--- config.mk ---
export PLATFORM = sky130hd
export DESIGN_NAME = csm_datapath
export DESIGN_NICKNAME = d
export VERILOG_FILES = /design/src/rtl/csm_pkg.sv /design/src/rtl/csm_datapath.sv
export SDC_FILE = /design/constraint.sdc
export NUM_CORES = 2
export LEC_CHECK = 0
export ABC_CLOCK_PERIOD_IN_PS = 14650
export BUFFER_PORTS_ARGS = -buffer_cell sky130_fd_sc_hd__clkbuf_2
export CAP_MARGIN = 15
export CELL_PAD_IN_SITES_DETAIL_PLACEMENT = 1
export CELL_PAD_IN_SITES_GLOBAL_PLACEMENT = 1
export CORE_MARGIN = 2
export CORE_UTILIZATION = 51
export CTS_BUF_LIST = sky130_fd_sc_hd__clkbuf_8
export DETAILED_ROUTE_END_ITERATION = 7
export PLACE_DENSITY_LB_ADDON = 0.05
export REMOVE_ABC_BUFFERS = 1
export SLEW_MARGIN = 10
export SYNTH_ARGS = -nofsm -noshare
export SYNTH_HDL_FRONTEND = slang
export SYNTH_SLANG_ARGS = --single-unit
export TNS_END_PERCENT = 5
--- constraint.sdc ---
create_clock -name clock -period 14.65 [get_ports clock]
set_clock_uncertainty 0.1 [all_clocks]
set_input_delay 2.93 -clock clock [delete_from_list [all_inputs] [get_ports clock]]
set_output_delay 2.93 -clock clock [all_outputs]
set_load 0.01 [all_outputs]
--- src/rtl/csm_pkg.sv ---
// Shared types and constants of the CSR sparse matrix-vector block.
// No dependencies; the top level, the datapath, the checker and the testbench import this package.
`timescale 1ns / 1ps
`default_nettype none

package csm_pkg;

   // Item modes.
   localparam logic [1:0] MODE_LOAD    = 2'd0;
   localparam logic [1:0] MODE_NONZERO = 2'd1;
   localparam logic [1:0] MODE_EMPTY   = 2'd2;

   // Register indexes on the configuration port.
   localparam logic REG_ALPHA = 1'b0;
   localparam logic REG_BETA  = 1'b1;

   // Register reset values.
   localparam logic [31:0] ALPHA_RESET = 32'h0001_0000;
   localparam logic [31:0] BETA_RESET  = 32'h0000_0000;

   // Multiplier operand selection.
   localparam logic [1:0] MUL_X        = 2'd0;
   localparam logic [1:0] MUL_ALPHA_LO = 2'd1;
   localparam logic [1:0] MUL_ALPHA_HI = 2'd2;
   localparam logic [1:0] MUL_BETA     = 2'd3;

   // Operations on the row result sum.
   localparam logic [1:0] SUM_HOLD     = 2'd0;
   localparam logic [1:0] SUM_LOAD     = 2'd1;
   localparam logic [1:0] SUM_ADD_HI   = 2'd2;
   localparam logic [1:0] SUM_ADD_PROD = 2'd3;

   // Widths of the shared 33 x 33 multiplier and of the exact row sum.
   localparam int PROD_W = 66;
   localparam int SUM_W  = 98;

   // Input word.
   typedef struct packed {
      logic [1:0]         mode;
      logic [9:0]         element_index;
      logic signed [31:0] element_value;
      logic signed [31:0] old_y;
      logic               last_in_row;
   } req_type;

   // Result word.
   typedef struct packed {
      logic signed [31:0] y_value;
      logic               saturated;
   } rsp_type;

   // Datapath controls that the sequencer issues in each state.
   typedef struct packed {
      logic [1:0] mul_sel;
      logic       acc_add;
      logic       acc_clear;
      logic [1:0] sum_op;
   } ctl_type;

endpackage

`default_nettype wire

--- src/rtl/csm_datapath.sv ---
// Shared multiplier, row accumulator, exact row sum and saturation.
// Depends on csm_pkg; steered cycle by cycle by the top-level sequencer.
`timescale 1ns / 1ps
`default_nettype none

module csm_datapath #(
   parameter int FRAC_BITS = 16
) (
   input  wire logic                 clock,
   input  wire logic                 reset,
   input  wire csm_pkg::ctl_type     ctl,
   input  wire logic signed [31:0]   element_value,
   input  wire logic signed [31:0]   old_y,
   input  wire logic [31:0]          x_value,
   input  wire logic                 x_in_range,
   input  wire logic [31:0]          alpha_gain,
   input  wire logic [31:0]          beta_gain,
   output csm_pkg::rsp_type          result
);

   import csm_pkg::*;

   logic signed [32:0]       mul_a;
   logic signed [32:0]       mul_b;
   logic signed [PROD_W-1:0] prod_ff;
   logic signed [PROD_W-1:0] prod_in;
   logic signed [63:0]       prod_shifted;
   logic [63:0]              acc_ff;
   logic [63:0]              acc_in;
   logic signed [SUM_W-1:0]  prod_ext;
   logic signed [SUM_W-1:0]  prod_hi;
   logic signed [SUM_W-1:0]  sum_ff;
   logic signed [SUM_W-1:0]  sum_in;
   logic signed [SUM_W-1:0]  sum_shifted;
   logic [SUM_W-32:0]        sum_upper;
   logic                     fits;

   // Operand selection for the one multiplier.
   always_comb begin
      case (ctl.mul_sel)
         MUL_X: begin
            mul_a = {element_value[31], element_value};
            mul_b = x_in_range ? {x_value[31], x_value} : 33'sd0;
         end
         MUL_ALPHA_LO: begin
            mul_a = {alpha_gain[31], alpha_gain};
            mul_b = {1'b0, acc_ff[31:0]};
         end
         MUL_ALPHA_HI: begin
            mul_a = {alpha_gain[31], alpha_gain};
            mul_b = {acc_ff[63], acc_ff[63:32]};
         end
         default: begin
            mul_a = {beta_gain[31], beta_gain};
            mul_b = {old_y[31], old_y};
         end
      endcase
   end

   assign prod_in = mul_a * mul_b;

   always_ff @(posedge clock) begin
      prod_ff <= prod_in;
   end

   // Truncated nonzero product added into the row accumulator.
   assign prod_shifted = $signed(prod_ff[63:0]) >>> FRAC_BITS;

   always_comb begin
      acc_in = acc_ff;
      if (ctl.acc_clear) begin
         acc_in = 64'd0;
      end else if (ctl.acc_add) begin
         acc_in = acc_ff + prod_shifted;
      end
   end

   always_ff @(posedge clock) begin
      if (reset) begin
         acc_ff <= 64'd0;
      end else begin
         acc_ff <= acc_in;
      end
   end

   // Exact alpha*acc + beta*old_y built from three partial products.
   assign prod_ext = {{(SUM_W-PROD_W){prod_ff[PROD_W-1]}}, prod_ff};
   assign prod_hi  = {prod_ext[SUM_W-33:0], 32'd0};

   always_comb begin
      case (ctl.sum_op)
         SUM_LOAD:     sum_in = prod_ext;
         SUM_ADD_HI:   sum_in = sum_ff + prod_hi;
         SUM_ADD_PROD: sum_in = sum_ff + prod_ext;
         default:      sum_in = sum_ff;
      endcase
   end

   always_ff @(posedge clock) begin
      sum_ff <= sum_in;
   end

   // Rescale and clamp to 32 bits.
   assign sum_shifted = sum_ff >>> FRAC_BITS;
   assign sum_upper   = sum_shifted[SUM_W-1:31];
   assign fits        = (&sum_upper) | ~(|sum_upper);

   always_comb begin
      result.saturated = ~fits;
      if (fits) begin
         result.y_value = sum_shifted[31:0];
      end else if (sum_shifted[SUM_W-1]) begin
         result.y_value = 32'sh8000_0000;
      end else begin
         result.y_value = 32'sh7FFF_FFFF;
      end
   end

endmodule

`default_nettype wire

-- After elaboration in Yosys (flattened, before gate mapping)
Index checks and enable logic that the tools add are counted.
- bits in registers: 228
- output and inout bits: 33
- word-level logic and storage cells: 27
- add/subtract/negate cells: 3
- multipliers: 1
- equality and inequality tests: 5
- multiplexer cells: 6
- bitwise gates (word level): 3
- reduce and logical (&&, ||, !) cells: 6
- operator list (operator ; number):
    $pmux W98 S3 ; 1
    $pmux W33 S3 ; 1
    $add A98 B66 Y98 ; 1
    $add A98 B98 Y98 ; 1
    $mul A33 B33 Y66 ; 1
    $pmux W33 S2 ; 1
    $add A64 B64 Y64 ; 1
    $mux W32 ; 2
    $reduce_and A51 Y1 ; 1
    $reduce_or A51 Y1 ; 1
    $mux W33 ; 1
    $eq A2 B2 Y1 const B ; 3
    $eq A2 B1 Y1 const B ; 2
    $reduce_or A2 Y1 ; 2
    $reduce_bool A3 Y1 ; 1
    $logic_not A2 Y1 ; 1
    $not A1 Y1 ; 2
    $or A1 B1 Y1 ; 1

-- Depth between registers and ports, before layout
- word-level depth: 4
- mapped depth: 40
- gate-level depth less buffers: 35

-- Least setup slack after synthesis
OpenSTA, ideal clock, no wires.
- path type: input port to flip-flop
- start point: input port ctl[4] (netlist name)
- end point: register prod_ff[64]
- setup time: 123 ps
- arrival: 11471 ps
- required time: 14427 ps
- setup slack: 2956 ps
- stages on the path: 35
- buffers on the path: 5
- path through: ha_1 > clkbuf_1 > clkbuf_1 > clkbuf_1 > nand2_1 > o21ai_1 > clkbuf_1 > nand2_1 > fa_1 > inv_1 > fa_1 > fa_1 > inv_1 > fa_1 > inv_1 > fa_1 > fa_1 > fa_1 > inv_1 > fa_1 > inv_1 > ha_1 > clkbuf_1 > a21o_1 > a31o_2 > a221oi_1 > nand2_1 > a2bb2oi_1 > o21ai_2 > nor4b_1 > o41a_1 > a31o_2 > a211oi_1 > a21oi_1 > xor2_1
- longest elaborated chain between the ends: 4
- elaborated cells on any way between the ends: 7
- those cells by class: 1 x mul; 2 x eq/ne; 2 x mux; 2 x reduce/logical
- RTL lines (element ; line ; source):
    start: declaration ; csm_datapath.sv:11 ; input wire csm_pkg::ctl_type ctl,
    $eq A2 B2 Y1 / $eq A2 B1 Y1 (equally long branches) ; csm_datapath.sv:40 ; case (ctl.mul_sel)
    $reduce_or A2 Y1 (no source line) ; -- ;
    $pmux W33 S2 ; csm_datapath.sv:40 ;
    $mul A33 B33 Y66 (*) ; csm_datapath.sv:60 ; assign prod_in = mul_a * mul_b;
    named net prod_in[64] ; csm_datapath.sv:26 ; logic signed [PROD_W-1:0] prod_in;
    end signal: assignment ; csm_datapath.sv:63 ; prod_ff <= prod_in;
    end: declaration ; csm_datapath.sv:25 ; logic signed [PROD_W-1:0] prod_ff;
Mark *: on every way through the listed nets, which the timed path passes. The rest lies on a longest branch.
A chain may end at the register's enable or synchronous reset.

-- Worst setup path in the final report
- start point: input port ctl[4] (netlist name)
- end point: register prod_ff[60]
Same word-level chain as after synthesis.

==> impl_metrics.csv <==
group,metric,value,unit
setup_path,cp_slowest_stage_delay,1070,ps
die,die-area,120000,um2
layout,finalInstanceArea,63400,um2
yosys,synth_top_cell_by_area,"fa_1",
setup_path,path_class,"input port to flop",
die,core_region_area,116000,um2
setup_path,cp-end-kind,"flop",
yosys,netlist_area,59700,um2
global_route,overflow,0,
sta,hold_viol_final,0,
die,row_count,125,
sta,rsz0062_at_grt,"no",
yosys,ys_ff_latch,228,
die,start_util,0.514,
layout,nets,8785,
placement,place_ws,1160,ps
yosys,synth_area_leaders,"fa_1 (38%), ha_1 (9.4%), inv_1 (7.4%)",
detailed_routing,wl_met3,22.6,mm
global_route,grt_pass1_wl,361,mm
clock_tree,clockBufferDepth,3,
setup_path,worst_path_most_repeated_cell,"fa_1",
sta,fin_crit,13010,ps
yosys,synth-adder-area-share,0.471,
yosys,synth_cells,7014,
placement,place_area,62600,um2
status,outcome,"completed",
layout,regArea,5550,um2
yosys,yosysWarnings,0,
placement,gp_congestion,0.988,
clock_tree,clk_latency,640,ps
yosys,synthArstFlopShare,0,
sta,fin_crit_sh,0.888,
die,dieWidth,346,um
yosys,synth_compound_area_frac,0.143,
yosys,synth_top_area_share,0.378,
setup_path,crit_arrival,13470,ps
detailed_routing,avgViaCountPerCell,6.14,
yosys,synth-xor-area-share,0.0385,
sta,slew_violations,0,
detailed_routing,route.met2.wl,108,mm
detailed_routing,drt-met1-wl,96.2,mm
die,io_pins,202,
hold_path,hp-class,"flop to flop",
clock_tree,clk_pin_slew,60,ps
global_route,antenna_found_initial,8,
yosys,synthMuxAreaShare,0.00849,
sta,slew_headroom,0.122,
setup_path,slowest_stage,"o21ai_1",
clock_tree,root_buffer,"clkbuf_8",
global_route,grt_max_degree,97,
clock_tree,tritoncts.num_buffers,40,
sta,finalWorstSetupSlack,1640,ps
clock_tree,cts_tree,"built",
clock_tree,ctsHoldBuffers,0,
layout,multi_input_area,48700,um2
yosys,synth_edf_count,98,
yosys,synth_area_per_cell,8.51,um2
detailed_routing,top_layer_used,"met5",
yosys,synthSimpleGateAreaFrac,0.149,
yosys,synthFlopType,"dfxtp_1",
placement,dpl.hpwl,196,mm
sta,setup_violations,0,
yosys,synth.distinct_cells,92,
sta,worst_pin_slew,1310,ps
setup_path,rrSetupSlack,4570,ps
detailed_routing,vias,52852,
yosys,synth_sequential_area_ratio,0.0930,
yosys,synth_top_family_by_area,"adder cells",
detailed_routing,drtIter0Drc,4542,
setup_path,crit_path_start_kind,"input port",
detailed_routing,postRouteAntennaNets,0,
flow_run,cap_violations,0,
clock_tree,cts.sink_count,228,
clock_tree,postCtsSetupBuffers,0,
detailed_routing,drcViolationCount,0,
layout,drive_gt1_frac,0.0687,
layout,area_growth,6.27,%
detailed_routing,drt_first_pass_iters,7,
sta,timing.fmax,76.8,MHz
global_route,track_usage,0.403,
placement,port_buffers,201,
sta,tns,0,ps
setup_path,cp.required,15110,ps
clock_tree,cts_resized,0,
global_route,grt_pass1_vias,56984,
detailed_routing,avgRoutedWirePerCell,28.1,um
detailed_routing,drt-total-wl,242,mm
clock_tree,cts_max_level,2,
die,die_y,346,um
setup_path,worstPathMaxFanout,19,
layout,fillers,13815,
-- flip-flops by register name, summed over array words and instances, names as in the netlist --
signal	cells
prod_ff	66
acc_ff	64
sum_ff	98
-- cells in the final DEF (no fill, tap or decap), types with 38 or more instances in the layout --
cell      synthesis  final
clkbuf_8          0     44
dfxtp_1         130    130
ha_1            447    446
o21a_1           89     87
a221oi_1         38     38
nor2_1          830    829
nor3_1           61     61
edfxtp_1         98     98
inv_1          1174   1186
and2_1           41     41
nor2b_1          40     40
a21oi_1         361    361
xor2_1           99     99
nand2b_1         63     63
o21ai_0         209    196
nand4_1          76     76
buf_4             0    139
fa_1           1125   1125
nand3_1          73     73
nand2_1         761    761
o21bai_1         40     40
clkbuf_2          1    198
a211oi_1         42     42
xnor2_1         163    163
o21ai_1          48     39
a21o_1          192    192
mux2i_1          45     45
-- path summary, 6_finish.rpt --
check	startpoint	depth (start not counted)	end
max	ctl[4]	33	prod_ff[60]
min	acc_ff[35]	2	acc_ff[35]
max reg2reg	acc_ff[9]	30	prod_ff[64]
min reg2reg	acc_ff[35]	2	acc_ff[35]
-- worst max-delay path: cells and delay by family --
family	cells	cell delay [ps]
fa+ha+maj	10	5400
simple gates	7	1240
xor+xnor	1	160
compound gates	7	2790
buf+inv	8	890
-- stage by stage --
stage                      util  hold WS [ps]  cells
after detailed placement  0.540           435   8526
after global routing      0.546           454   8603
after CTS                 0.546           449   8599
after global placement    0.540           404   8525
after floorplan               -           357   6663
final                     0.546           448   8604
-- area by class of cell --
type,count,area share
Sequential cell,228,0.0875
Timing Repair Buffer,339,0.0325
Inverter,1175,0.0696
Clock inverter,29,0.00255
Antenna cell,5,0.000197
Clock buffer,44,0.00955
Tap cell,1524,0.0301
Multi-Input combinational cell,5260,0.768
-- layer usage --
layer / vias to the layer above / global-route usage
li1: 22553 / -
met1: 27044 / 0.533
met2: 2555 / 0.631
met3: 696 / 0.0798
met4: 4 / 0.206
met5: - / 0
-- cells in the mapped netlist, drive strengths merged (11+ instances only) --
cell / count
nor2: 830
a31oi: 33
o31ai: 22
o221ai: 13
inv: 1174
nand2b: 63
a22o: 21
a221oi: 40
o21bai: 40
a21o: 192
a22oi: 35
o21a: 89
a21oi: 364
o22ai: 11
xnor2: 163
nor3: 62
a21boi: 13
o211ai: 21
nor4: 28
and3: 37
nand2: 761
xor2: 99
nand3: 73
and2: 42
dfxtp: 130
clkbuf: 323
ha: 447
or3: 18
buf: 28
nand4: 76
nor2b: 40
fa: 1125
a211oi: 44
mux2i: 45
o21ai: 261
edfxtp: 98
-- cell families after synthesis --
family	after synthesis
compound gates	1303
fa+ha+maj	1572
mux	50
flops	228
buf+inv	1526
xor+xnor	262
simple gates	2073
Power is not shown: default switching activity piles up to over one toggle a cycle in this logic, so the estimate is an artifact.
